$ cat config.mk
export PLATFORM = sky130hd
export DESIGN_NAME = ambient_light_lux_calc_core
export DESIGN_NICKNAME = d
export VERILOG_FILES = /design/src/rtl/core/alc_pkg.sv /design/src/rtl/core/alc_scale.sv /design/src/rtl/core/alc_div_step.sv /design/src/rtl/core/alc_band.sv /design/src/rtl/core/alc_mul.sv /design/src/rtl/core/ambient_light_lux_calc_core.sv
export SDC_FILE = /design/constraint.sdc
export NUM_CORES = 2
export LEC_CHECK = 0
export BUFFER_PORTS_ARGS = -buffer_cell sky130_fd_sc_hd__buf_4
export CAP_MARGIN = 20
export CORE_MARGIN = 2
export CORE_UTILIZATION = 55
export CTS_CLUSTER_SIZE = 24
export DETAILED_ROUTE_END_ITERATION = 8
export GPL_TIMING_DRIVEN = 1
export PLACE_DENSITY_LB_ADDON = 0.08
export SLEW_MARGIN = 0
export SYNTH_ARGS = -nofsm -noshare
export SYNTH_HDL_FRONTEND = slang
export SYNTH_SLANG_ARGS = --single-unit
$ cat constraint.sdc
create_clock -name clk -period 17.6 [get_ports clk]
set_clock_uncertainty 0.2 [all_clocks]
set_input_delay 2.64 -clock clk [delete_from_list [all_inputs] [get_ports clk]]
set_output_delay 2.64 -clock clk [all_outputs]
set_load 0.05 [all_outputs]
$ cat src/rtl/core/alc_pkg.sv
// ----------------------------------------------------------------------------
// alc_pkg
// Shared widths, segment tables and pipeline payload types for the lux core.
// ----------------------------------------------------------------------------
package alc_pkg;

	// Input and datapath widths
	localparam int IN_W       = 16;
	localparam int COUNT_BITS = 16;
	localparam int SCALE_FRAC = 10;
	localparam int RATIO_FRAC = 9;
	localparam int LUX_FRAC   = 14;
	localparam int GAIN_SHIFT = 4;
	localparam int SCALE_W    = 19;
	localparam int CH_W       = COUNT_BITS + SCALE_W - SCALE_FRAC;
	localparam int QUO_W      = 12;
	localparam int NUM_W      = CH_W + RATIO_FRAC + 1;
	localparam int DEN_W      = CH_W + QUO_W - 1;
	localparam int SAT_SHIFT  = QUO_W - RATIO_FRAC - 1;
	localparam int SLOPE_W    = 10;
	localparam int KNEE_W     = 10;
	localparam int PROD_W     = CH_W + SLOPE_W;
	localparam int BAND_W     = 3;
	localparam int LUX_W      = 21;
	localparam int NUM_KNEES  = 7;
	localparam int NUM_BANDS  = 8;
	localparam int CFG_W      = 2;
	localparam int CFG_IDX_W  = 1;

	localparam logic [LUX_W-1:0]  LUX_MAX   = {LUX_W{1'b1}};
	localparam logic [BAND_W-1:0] BAND_LAST = BAND_W'(NUM_BANDS - 1);

	// Integration time codes
	localparam logic [1:0] INTEG_13MS  = 2'd0;
	localparam logic [1:0] INTEG_101MS = 2'd1;
	localparam logic [1:0] INTEG_402MS = 2'd2;

	// Register indexes
	localparam logic [CFG_IDX_W-1:0] REG_INTEG = 1'b0;
	localparam logic [CFG_IDX_W-1:0] REG_GAIN  = 1'b1;

	localparam logic [SCALE_W-1:0] SCALE_T13  = SCALE_W'(16'h7517);
	localparam logic [SCALE_W-1:0] SCALE_T101 = SCALE_W'(16'h0FE7);
	localparam logic [SCALE_W-1:0] SCALE_ONE  = SCALE_W'(1 << SCALE_FRAC);

	localparam logic [KNEE_W-1:0] SEG_KNEE [NUM_KNEES] = '{
		10'h040, 10'h080, 10'h0C0, 10'h100, 10'h138, 10'h19A, 10'h29A
	};
	localparam logic [SLOPE_W-1:0] SEG_B [NUM_BANDS] = '{
		10'h1F2, 10'h214, 10'h23F, 10'h270, 10'h16F, 10'h0D2, 10'h018, 10'h000
	};
	localparam logic [SLOPE_W-1:0] SEG_M [NUM_BANDS] = '{
		10'h1BE, 10'h2D1, 10'h37B, 10'h3FE, 10'h1FC, 10'h0FB, 10'h012, 10'h000
	};

	typedef struct packed {
		logic [CH_W-1:0] ch0;
		logic [CH_W-1:0] ch1;
	} chan_t;

	typedef struct packed {
		chan_t            ch;
		logic [NUM_W-1:0] rem;
		logic [DEN_W-1:0] den;
		logic [QUO_W-1:0] quo;
		logic             sat;
		logic             zero;
	} div_t;

	typedef struct packed {
		chan_t             ch;
		logic [BAND_W-1:0] band;
	} band_t;

	typedef struct packed {
		logic [PROD_W-1:0] pos;
		logic [PROD_W-1:0] neg;
		logic [BAND_W-1:0] band;
	} mul_t;

	function automatic logic [SCALE_W-1:0] scale_sel(input logic [1:0] isel, input logic hg);
		logic [SCALE_W-1:0] s;
		case (isel)
			INTEG_13MS:  s = SCALE_T13;
			INTEG_101MS: s = SCALE_T101;
			default:     s = SCALE_ONE;
		endcase
		if (!hg) begin
			s = s << GAIN_SHIFT;
		end
		return s;
	endfunction

endpackage

$ cat src/rtl/core/alc_scale.sv
// ----------------------------------------------------------------------------
// alc_scale
// First stage: masks both counts and scales them for integration time and gain.
// ----------------------------------------------------------------------------
module alc_scale (
	input  logic                   clk,
	input  logic                   en,
	input  logic [alc_pkg::IN_W-1:0] broadband_count,
	input  logic [alc_pkg::IN_W-1:0] infrared_count,
	input  logic [1:0]             integration_select,
	input  logic                   high_gain,
	output alc_pkg::chan_t         ch_s1
);
	import alc_pkg::*;

	logic [SCALE_W-1:0]            scale;
	logic [COUNT_BITS+SCALE_W-1:0] p0;
	logic [COUNT_BITS+SCALE_W-1:0] p1;

	always_comb begin
		scale = scale_sel(integration_select, high_gain);
		p0 = {{SCALE_W{1'b0}}, broadband_count[COUNT_BITS-1:0]} *
		     {{COUNT_BITS{1'b0}}, scale};
		p1 = {{SCALE_W{1'b0}}, infrared_count[COUNT_BITS-1:0]} *
		     {{COUNT_BITS{1'b0}}, scale};
	end

	always_ff @(posedge clk) begin
		if (en) begin
			ch_s1.ch0 <= p0[SCALE_FRAC +: CH_W];
			ch_s1.ch1 <= p1[SCALE_FRAC +: CH_W];
		end
	end

endmodule

$ cat src/rtl/core/alc_div_step.sv
// ----------------------------------------------------------------------------
// alc_div_step
// One restoring division stage: develops one quotient bit of ch1/ch0.
// ----------------------------------------------------------------------------
module alc_div_step (
	input  logic          clk,
	input  logic          en,
	input  alc_pkg::div_t d,
	output alc_pkg::div_t div_s
);
	import alc_pkg::*;

	logic             ge;
	logic [NUM_W-1:0] rem_nxt;

	always_comb begin
		ge      = {{(DEN_W-NUM_W){1'b0}}, d.rem} >= d.den;
		rem_nxt = ge ? (d.rem - d.den[NUM_W-1:0]) : d.rem;
	end

	// The divisor walks down one bit per stage instead of the remainder shifting up.
	always_ff @(posedge clk) begin
		if (en) begin
			div_s.ch   <= d.ch;
			div_s.rem  <= rem_nxt;
			div_s.den  <= d.den >> 1;
			div_s.quo  <= {d.quo[QUO_W-2:0], ge};
			div_s.sat  <= d.sat;
			div_s.zero <= d.zero;
		end
	end

endmodule

$ cat src/rtl/core/alc_band.sv
// ----------------------------------------------------------------------------
// alc_band
// Rounds the ratio and picks the slope/offset segment it falls in.
// ----------------------------------------------------------------------------
module alc_band (
	input  logic           clk,
	input  logic           en,
	input  alc_pkg::div_t  d,
	output alc_pkg::band_t band_s
);
	import alc_pkg::*;

	logic [QUO_W:0]    inc;
	logic [QUO_W-1:0]  rnd;
	logic [BAND_W-1:0] cnt;
	logic [BAND_W-1:0] band;

	// Knees ascend, so the band is the number of knees the ratio lies above.
	always_comb begin
		inc = {1'b0, d.quo} + (QUO_W+1)'(1);
		rnd = inc[QUO_W:1];
		cnt = '0;
		for (int i = 0; i < NUM_KNEES; i++) begin
			if (rnd > QUO_W'(SEG_KNEE[i])) begin
				cnt = cnt + BAND_W'(1);
			end
		end
		if (d.zero) begin
			band = '0;
		end else if (d.sat) begin
			band = BAND_LAST;
		end else begin
			band = cnt;
		end
	end

	always_ff @(posedge clk) begin
		if (en) begin
			band_s.ch   <= d.ch;
			band_s.band <= band;
		end
	end

endmodule

$ cat src/rtl/core/alc_mul.sv
// ----------------------------------------------------------------------------
// alc_mul
// Looks up the segment coefficients and forms both weighted channel products.
// ----------------------------------------------------------------------------
module alc_mul (
	input  logic           clk,
	input  logic           en,
	input  alc_pkg::band_t d,
	output alc_pkg::mul_t  mul_s
);
	import alc_pkg::*;

	logic [SLOPE_W-1:0] b;
	logic [SLOPE_W-1:0] m;
	logic [PROD_W-1:0]  pos;
	logic [PROD_W-1:0]  neg;

	always_comb begin
		b   = SEG_B[d.band];
		m   = SEG_M[d.band];
		pos = {{SLOPE_W{1'b0}}, d.ch.ch0} * {{CH_W{1'b0}}, b};
		neg = {{SLOPE_W{1'b0}}, d.ch.ch1} * {{CH_W{1'b0}}, m};
	end

	always_ff @(posedge clk) begin
		if (en) begin
			mul_s.pos  <= pos;
			mul_s.neg  <= neg;
			mul_s.band <= d.band;
		end
	end

endmodule

$ cat src/rtl/core/ambient_light_lux_calc_core.sv
// ----------------------------------------------------------------------------
// ambient_light_lux_calc_core
// Two-channel lux approximation: scale, ratio divide, segment pick, products.
// ----------------------------------------------------------------------------
//   Channel   Handshake                Payload
//   input     in_valid / in_ready      broadband_count, infrared_count
//   output    out_valid / out_ready    lux, ratio_band
//   config    cfg_write                cfg_index, cfg_data
//
// Seventeen register stages; a new beat may enter every cycle unless every
// stage is full and out_ready is low. Twelve of them are restoring divider
// stages, one quotient bit each. Reset clears every stage valid bit and loads
// the registers with 402 ms and low gain. Each stage has its own ready, so a
// stalled output holds its beat while bubbles further up are still filled.
// ----------------------------------------------------------------------------
module ambient_light_lux_calc_core (
	input  logic                              clk,
	input  logic                              arst_n,
	input  logic                              in_valid,
	output logic                              in_ready,
	input  logic [alc_pkg::IN_W-1:0]          broadband_count,
	input  logic [alc_pkg::IN_W-1:0]          infrared_count,
	output logic                              out_valid,
	input  logic                              out_ready,
	output logic [alc_pkg::LUX_W-1:0]         lux,
	output logic [alc_pkg::BAND_W-1:0]        ratio_band,
	input  logic                              cfg_write,
	input  logic [alc_pkg::CFG_IDX_W-1:0]     cfg_index,
	input  logic [alc_pkg::CFG_W-1:0]         cfg_data
);
	import alc_pkg::*;

	localparam int ST_PREP    = 1;
	localparam int ST_DIV0    = 2;
	localparam int ST_BAND    = ST_DIV0 + QUO_W;
	localparam int ST_MUL     = ST_BAND + 1;
	localparam int ST_OUT     = ST_MUL + 1;
	localparam int NST        = ST_OUT + 1;
	localparam int LUX_FULL_W = PROD_W - LUX_FRAC + 1;

	logic [1:0]           integration_select_q;
	logic                 high_gain_q;
	logic [NST-1:0]       v_q;
	logic [NST-1:0]       rdy;
	logic [NST-1:0]       v_in;

	chan_t                ch_s1;
	div_t                 prep_s2;
	div_t                 div_pipe [QUO_W+1];
	band_t                band_s15;
	mul_t                 mul_s16;
	logic [LUX_W-1:0]     lux_s17;
	logic [BAND_W-1:0]    band_s17;

	logic [PROD_W-1:0]     diff;
	logic [PROD_W:0]       rsum;
	logic [LUX_FULL_W-1:0] lux_full;
	logic [LUX_W-1:0]      lux_sat;

	// Configuration registers
	always_ff @(posedge clk or negedge arst_n) begin
		if (!arst_n) begin
			integration_select_q <= INTEG_402MS;
			high_gain_q          <= 1'b0;
		end else if (cfg_write) begin
			unique case (cfg_index)
				REG_INTEG: integration_select_q <= cfg_data[1:0];
				REG_GAIN:  high_gain_q          <= cfg_data[0];
			endcase
		end
	end

	// A stage may load when it is empty or when everything below it can move.
	for (genvar i = 0; i < NST; i++) begin : g_rdy
		assign rdy[i] = out_ready || !(&v_q[NST-1:i]);
	end

	assign v_in = {v_q[NST-2:0], in_valid};

	always_ff @(posedge clk or negedge arst_n) begin
		if (!arst_n) begin
			v_q <= '0;
		end else begin
			for (int i = 0; i < NST; i++) begin
				if (rdy[i]) begin
					v_q[i] <= v_in[i];
				end
			end
		end
	end

	assign in_ready  = rdy[0];
	assign out_valid = v_q[ST_OUT];

	alc_scale u_scale (
		.clk                (clk),
		.en                 (rdy[0]),
		.broadband_count    (broadband_count),
		.infrared_count     (infrared_count),
		.integration_select (integration_select_q),
		.high_gain          (high_gain_q),
		.ch_s1              (ch_s1)
	);

	// Divider setup: ch1 << 10 over ch0, with twelve quotient bits. A ratio
	// that would need more bits lands in the last band anyway.
	always_ff @(posedge clk) begin
		if (rdy[ST_PREP]) begin
			prep_s2.ch   <= ch_s1;
			prep_s2.rem  <= {ch_s1.ch1, {(RATIO_FRAC+1){1'b0}}};
			prep_s2.den  <= {ch_s1.ch0, {(QUO_W-1){1'b0}}};
			prep_s2.quo  <= '0;
			prep_s2.sat  <= {{SAT_SHIFT{1'b0}}, ch_s1.ch1} >=
			                {ch_s1.ch0, {SAT_SHIFT{1'b0}}};
			prep_s2.zero <= (ch_s1.ch0 == '0);
		end
	end

	assign div_pipe[0] = prep_s2;

	for (genvar k = 0; k < QUO_W; k++) begin : g_div
		alc_div_step u_step (
			.clk   (clk),
			.en    (rdy[ST_DIV0+k]),
			.d     (div_pipe[k]),
			.div_s (div_pipe[k+1])
		);
	end

	alc_band u_band (
		.clk    (clk),
		.en     (rdy[ST_BAND]),
		.d      (div_pipe[QUO_W]),
		.band_s (band_s15)
	);

	alc_mul u_mul (
		.clk   (clk),
		.en    (rdy[ST_MUL]),
		.d     (band_s15),
		.mul_s (mul_s16)
	);

	// Clamp at zero, round, drop the fraction and saturate.
	always_comb begin
		diff     = (mul_s16.pos > mul_s16.neg) ? (mul_s16.pos - mul_s16.neg) : '0;
		rsum     = {1'b0, diff} + (PROD_W+1)'(1 << (LUX_FRAC - 1));
		lux_full = rsum[PROD_W:LUX_FRAC];
		lux_sat  = (lux_full > LUX_FULL_W'(LUX_MAX)) ? LUX_MAX : lux_full[LUX_W-1:0];
	end

	always_ff @(posedge clk) begin
		if (rdy[ST_OUT]) begin
			lux_s17  <= lux_sat;
			band_s17 <= mul_s16.band;
		end
	end

	assign lux        = lux_s17;
	assign ratio_band = band_s17;

	// The last segment has zero slope and offset, so it can only give zero lux.
	a_last_band_dark : assert property (@(posedge clk) disable iff (!arst_n)
		out_valid && (ratio_band == BAND_LAST) |-> (lux == '0))
		else $error("last ratio band produced nonzero lux");

	// After the final divider stage the remainder is below the divisor.
	a_div_remainder : assert property (@(posedge clk) disable iff (!arst_n)
		v_q[ST_BAND-1] && !div_pipe[QUO_W].zero && !div_pipe[QUO_W].sat
		|-> (div_pipe[QUO_W].rem < NUM_W'(div_pipe[QUO_W].ch.ch0)))
		else $error("divider remainder not below divisor");

	// A zero broadband count always selects the first band.
	a_zero_band : assert property (@(posedge clk) disable iff (!arst_n)
		rdy[ST_BAND] && v_q[ST_BAND-1] && div_pipe[QUO_W].zero
		|=> (band_s15.band == '0))
		else $error("zero broadband count did not select band zero");

endmodule
# Word-level counts from Yosys, hierarchy flattened

Memory sizes are Yosys's and may differ from the RTL's.
Cells that the tools add are included.
Widths: inputs -> output; s select.

Add/subtract/negate cells: 20
Multipliers: 4
Order comparisons: 23
Equal/unequal tests: 1
Mux-type cells: 26
Bitwise operators: 2
Reductions and logical operators: 54

Operator list:

| cell                   | number |
|---|---|
| $mux 35                | 12 |
| $sub 35x35->35         | 3 |
| $mul 16x19->35         | 2 |
| $mul 25x10->35         | 2 |
| $mux 10                | 4 |
| $add 35x14->36 const B | 1 |
| $ge 35x36->1           | 1 |
| $gt 12x9->1 const B    | 3 |
| $ge 35x25->1           | 1 |
| $ge 35x26->1           | 1 |
| $ge 35x27->1           | 1 |
| $ge 35x28->1           | 1 |
| $ge 35x29->1           | 1 |
| $ge 35x30->1           | 1 |
| $ge 35x31->1           | 1 |
| $ge 35x32->1           | 1 |
| $ge 35x33->1           | 1 |
| $ge 35x34->1           | 1 |
| $ge 35x35->1           | 1 |
| $gt 35x35->1           | 1 |
| $sub 35x26->35         | 1 |
| $sub 35x27->35         | 1 |
| $sub 35x28->35         | 1 |
| $sub 35x29->35         | 1 |
| 41 further kinds       | 86 |

Bits in registers: 1,359
Bits in read-only memories: 160
Input bits: 40
Output and inout port bits: 26
Logic and storage cells: 237
Memories: 2

Memory list:

| memory           | words | width | read ports | clocked after memory_dff | write ports | line          | text |
|---|---|---|---|---|---|---|---|
| (name not given) | 8     | 10    | 1          | 0                        | 0           | alc_mul.sv:20 | `m = SEG_M[d.band];` |
| (name not given) | 8     | 10    | 1          | 0                        | 0           | alc_mul.sv:19 | `b = SEG_B[d.band];` |

# Depth between registers and ports, before layout

Depth in word-level cells: 16
Mapped depth: 30
Depth with buffers taken out: 28

# By module

A second synthesis with hierarchy kept.

Cells, all modules: 11,298
Area, all modules: 125,281.4 sq um

By module, submodules not included:

| module                             | times used | cells an instance | area each (sq um) | sequential area each (sq um) |
|---|---|---|---|---|
| alc_div_step (g_div[0].u_step ...) | 11         | 530               | 6,456.2           | 4,023.9 |
| alc_scale                          | 1          | 2,104             | 19,837.8          | 1,501.4 |
| alc_mul                            | 1          | 1,922             | 18,215.0          | 2,192.1 |
| ambient_light_lux_calc_core        | 1          | 695               | 6,816.5           | 2,783.9 |
| alc_div_step (g_div[3].u_step)     | 1          | 526               | 6,555.0           | 4,023.9 |
| alc_band                           | 1          | 221               | 2,839.0           | 1,591.5 |

# Worst setup path before layout

OpenSTA, ideal clock, no wires.

Path type: input -> output
Start point: input out_ready
End point: output in_ready
Arrival: 12.137 ns
Required time: 14.760 ns
Slack: 2.623 ns
Cell stages on the path: 10
Buffers on the path: 0
Cells stage by stage: nor2b_1 nand3_1 nor2_1 and2_1 and4_1 nand3_1 nor2_1 nand3_1 nor2_1 nand3_1

Word-level cells in the longest chain between the ends: 1

RTL lines:

| element          | line                              | text |
|---|---|---|
| from (decl)      | ambient_light_lux_calc_core.sv:24 | `input logic out_ready,` |
| $logic_or 1x1->1 | ambient_light_lux_calc_core.sv:75 | `assign rdy[i] = out_ready \|\| !(&v_q[NST-1:i]);` |
| to (decl)        | ambient_light_lux_calc_core.sv:20 | `output logic in_ready,` |

No other way between the ends.

# Final worst setup path

Ends and elaborated chain as after synthesis.

==> key figures <==
Flow run
  • Maxcap violations: 0

Synthesis
  • Number of flops mapped to enable cells by yosys: 1,273
  • Most used flip-flop cell after synthesis: sky130_fd_sc_hd__edfxtp_1
  • Synthesized flop and latch total: roughly 1,300
  • Top cells by area, synth: sky130_fd_sc_hd__edfxtp_1, sky130_fd_sc_hd__fa_1, sky130_fd_sc_hd__ha_1, sky130_fd_sc_hd__inv_1, sky130_fd_sc_hd__nand2_1
  • Count of yosys warnings during synthesis: 0
  • Netlist area before placement: 94,400 um^2
  • Register area share after synthesis: 41.0%
  • Share of flip-flops with an asynchronous set or reset after synthesis: between 1.5 and 2%
  • Area fraction of the dominant cell type after synthesis: 40.5%
  • Net count after synthesis: between 10,000 and 15,000
  • Leading area contributor after synthesis: sky130_fd_sc_hd__edfxtp_1
  • Mean instance size in the synthesized netlist: 11.1 um^2
  • Count of different cell masters after synthesis: 96
  • Gate Count Post-Synth: 8,538

Floorplan
  • Effective utilization at floorplan: 55.2%
  • Site Rows: 152
  • Number of primary I/O pins: 66
  • Placeable Area: between 150,000 and 200,000 um^2
  • Die width: approximately 420 um
  • Total Die Area: 175,000 um^2
  • Die extent in y: 418 um

Worst setup path
  • Critical path peak fanout: 55
  • Data required time at the worst endpoint: 14.76 ns
  • WS Path Type: input port to primary output
  • Critical Path Source Type: input port
  • Data arrival at the endpoint of the critical path: approximately 7.3 ns
  • Worst Setup End Kind: primary output

Final layout
  • Design area: 103,000 um^2
  • Synthesis-to-layout area growth: 8.63%
  • Share of cells above drive strength 1: 5.98%
  • NumNets Final: ~10,000
  • Multi-input gate area: 49,400 um^2
  • Number of filler cells placed in the layout: 14,000
  • Flip-flop and latch area: 38,700 um^2

CTS
  • Reg clk slew, reported paths: roughly 0.06 ns
  • Clock tree from TritonCTS: yes
  • Clock latency at the later pin of the worst-skew pair: between 0.8 and 0.9 ns
  • Maximum clock path buffer count: 3
  • Number of clock buffers inserted by TritonCTS: between 100 and 150
  • H-Tree Depth: 4
  • # clock sinks: 1,293
  • # Post-CTS Setup Buffers: 0
  • Gates resized, CTS repair: 0
  • Root Driver: sky130_fd_sc_hd__clkbuf_16
  • Hold buffer count at CTS: 0

Place
  • Final weighted congestion of routability-driven global placement: 0.912
  • Count of input and output buffers: 65
  • HPWL Detailed: 162,000 um
  • DP Area: a little under 100,000 um^2

Routing
  • DRC errors left: 0
  • Total number of vias: slightly below 60,000
  • Antenna violation net count after detailed routing: 0
  • Sum of routed wire length over all layers: 204,000 um
  • Number of detailed-route iterations in the first pass: 6
  • Initial DRC count: 3,467
  • Per-cell routed wire length: 18.6 um
  • Per-cell via count in the routed design: 5.44

Global route
  • Via count of the first global-routing pass: ~60,000
  • Global-route wire length before repair: 329,000 um
  • Global-route total usage across every layer: a little under a quarter
  • Initial antenna violation count: 2
  • Pin count of the biggest net entering global routing: 84
  • GRT Residual Overflow: 0

STA
  • Final critical-path required period: 10.15 ns
  • Worst slew margin: ~25%
  • Final worst path period share: between 50% and 60%
  • Slew Limit Fails: 0
  • Maximum operating frequency: 0.0986 GHz
  • Total Negative Setup Slacks: 0 ns
  • Setup repair after global routing missed its margin: false
  • Final Hold Viols: 0
  • Final setup fails: 0
  • Pin slew with the least headroom to its limit: 1.12 ns

Status
  • Status: complete, no violations

Hold path
  • Hold/Removal Path Class: flop to flop
-- registers in the layout, indices dropped and copies added (netlist names) --
name	flops
integration_select_q	2
u_mul.mul_s	73
u_scale.ch_s1	50
v_q	17
ratio_band	3
lux	21
u_band.band_s	53
g_div.u_step.div_s	1021
high_gain_q	1
div_pipe	52
-- synth_stat cells, types with 9 or more instances --
master and count:
sky130_fd_sc_hd__a21oi_1 418, sky130_fd_sc_hd__dfrtp_1 19, sky130_fd_sc_hd__clkbuf_1 168, sky130_fd_sc_hd__o41ai_1 9, sky130_fd_sc_hd__nand3_1 102, sky130_fd_sc_hd__nor4_1 29
sky130_fd_sc_hd__or3_1 32, sky130_fd_sc_hd__a21boi_0 16, sky130_fd_sc_hd__o21ai_0 272, sky130_fd_sc_hd__a21o_1 152, sky130_fd_sc_hd__nor3b_1 10, sky130_fd_sc_hd__inv_1 1504
sky130_fd_sc_hd__mux2_2 74, sky130_fd_sc_hd__nand4_1 64, sky130_fd_sc_hd__and4_1 15, sky130_fd_sc_hd__nor2_1 379, sky130_fd_sc_hd__o21ai_1 12, sky130_fd_sc_hd__a31o_2 10
sky130_fd_sc_hd__a211oi_1 38, sky130_fd_sc_hd__edfxtp_1 1273, sky130_fd_sc_hd__mux2i_1 12, sky130_fd_sc_hd__o22ai_1 9, sky130_fd_sc_hd__o2111ai_1 16, sky130_fd_sc_hd__buf_1 21
sky130_fd_sc_hd__nand2_1 737, sky130_fd_sc_hd__or4_1 10, sky130_fd_sc_hd__o211ai_1 32, sky130_fd_sc_hd__xnor2_1 280, sky130_fd_sc_hd__o31ai_1 26, sky130_fd_sc_hd__ha_1 755
sky130_fd_sc_hd__a211o_1 9, sky130_fd_sc_hd__fa_1 815, sky130_fd_sc_hd__nand3b_1 11, sky130_fd_sc_hd__nor3_1 91, sky130_fd_sc_hd__a2111oi_0 12, sky130_fd_sc_hd__nand2b_1 82
sky130_fd_sc_hd__o21bai_1 48, sky130_fd_sc_hd__nor2b_1 73, sky130_fd_sc_hd__and2_1 430, sky130_fd_sc_hd__o21a_1 64, sky130_fd_sc_hd__a31oi_1 40, sky130_fd_sc_hd__or2_2 26
sky130_fd_sc_hd__xor2_1 146, sky130_fd_sc_hd__buf_2 9, sky130_fd_sc_hd__and3_1 64
-- layout make-up --
type | count | area share, %
clock inverter | 94 | 1.26
clock buffer | 168 | 3.62
inverter | 1505 | 5.51
sequential | 1293 | 37.8
timing repair buffer | 122 | 0.913
multi-input combinational | 5537 | 48.2
tap | 2233 | 2.72
antenna | 2 | 0.00488
-- through the flow --
step                hold WS, ns  cells  util (%)  worst slack (ns)
detailed placement        0.205  10700      57.0              7.37
floorplan                 0.200   8538         -              2.62
global placement          0.201  10700      57.0              7.58
CTS                       0.201  11000      60.0              7.38
finish                    0.203  11000      60.0              7.45
global route              0.202  11000      60.0              6.93
-- critical path, stage by stage --
cell                      delay [ns]
sky130_fd_sc_hd__buf_4          0.11
sky130_fd_sc_hd__nor2b_1        0.28
sky130_fd_sc_hd__nand3_2        0.10
sky130_fd_sc_hd__buf_4          0.33
sky130_fd_sc_hd__nor2_1         0.35
sky130_fd_sc_hd__and2_1         0.36
sky130_fd_sc_hd__and4_1         0.43
sky130_fd_sc_hd__nand3_4        0.38
sky130_fd_sc_hd__nor2_1         0.53
sky130_fd_sc_hd__nand3_4        0.48
sky130_fd_sc_hd__nor2_1         0.46
sky130_fd_sc_hd__nand3_2        0.10
sky130_fd_sc_hd__buf_4          0.34
sky130_fd_sc_hd__buf_4          0.31
-- worst paths after layout --
path | slack (ns) | end | depth (start not counted) | start
max reg2reg | 8.33 | u_scale.ch_s1[49] | 25 | integration_select_q[0]
max in group asynchronous | 15.27 | v_q[13] | 1 | arst_n
min in group asynchronous | 1.55 | high_gain_q | 1 | arst_n
min reg2reg | 0.20 | g_div[5].u_step.div_s[6] | 0 | g_div[4].u_step.div_s[5]
min | 0.20 | g_div[5].u_step.div_s[6] | 0 | g_div[4].u_step.div_s[5]
max | 7.45 | in_ready | 14 | out_ready
-- logic make-up after synthesis --
| family | share of synthesized area (%) |
|---|---|
| adders and majority gates | 27.3 |
| DFF | 41.0 |
| buffers and inverters | 6.82 |
| xor gates and xnor gates | 3.97 |
| AOI/OAI and AO/OA | 8.40 |
| and+or+nand+nor | 11.5 |
| muxes | 1.01 |
-- per-layer routing --
metal  wire length (um)  up-vias  global-route usage (%)  share of wire, %
li1                   -    28700                       -                 -
met1              85600    29400                    30.0                42
met2             103000     1128                    42.1                51
met3               6850      361                    3.14               3.4
met4               8210        0                    9.37               4.0
met5                  0        -                       0                 0
-- cells in the final DEF, fill, tap and decap left out, types with 64 or more instances in the layout --
cell type,count
sky130_fd_sc_hd__o21a_1,64
sky130_fd_sc_hd__inv_1,1499
sky130_fd_sc_hd__nor2b_1,72
sky130_fd_sc_hd__and2_1,430
sky130_fd_sc_hd__nand3_1,97
sky130_fd_sc_hd__nand2b_1,82
sky130_fd_sc_hd__o21ai_0,268
sky130_fd_sc_hd__a21o_1,152
sky130_fd_sc_hd__buf_4,121
sky130_fd_sc_hd__nor2_1,376
sky130_fd_sc_hd__xnor2_1,280
sky130_fd_sc_hd__fa_1,815
sky130_fd_sc_hd__a21oi_1,412
sky130_fd_sc_hd__ha_1,755
sky130_fd_sc_hd__mux2_2,74
sky130_fd_sc_hd__nand4_1,64
sky130_fd_sc_hd__xor2_1,146
sky130_fd_sc_hd__nor3_1,89
sky130_fd_sc_hd__edfxtp_1,1273
sky130_fd_sc_hd__nand2_1,732
sky130_fd_sc_hd__and3_1,64
sky130_fd_sc_hd__clkbuf_16,143
Power is not shown: default switching activity piles up to over one toggle a cycle in this logic, so the estimate is an artifact.
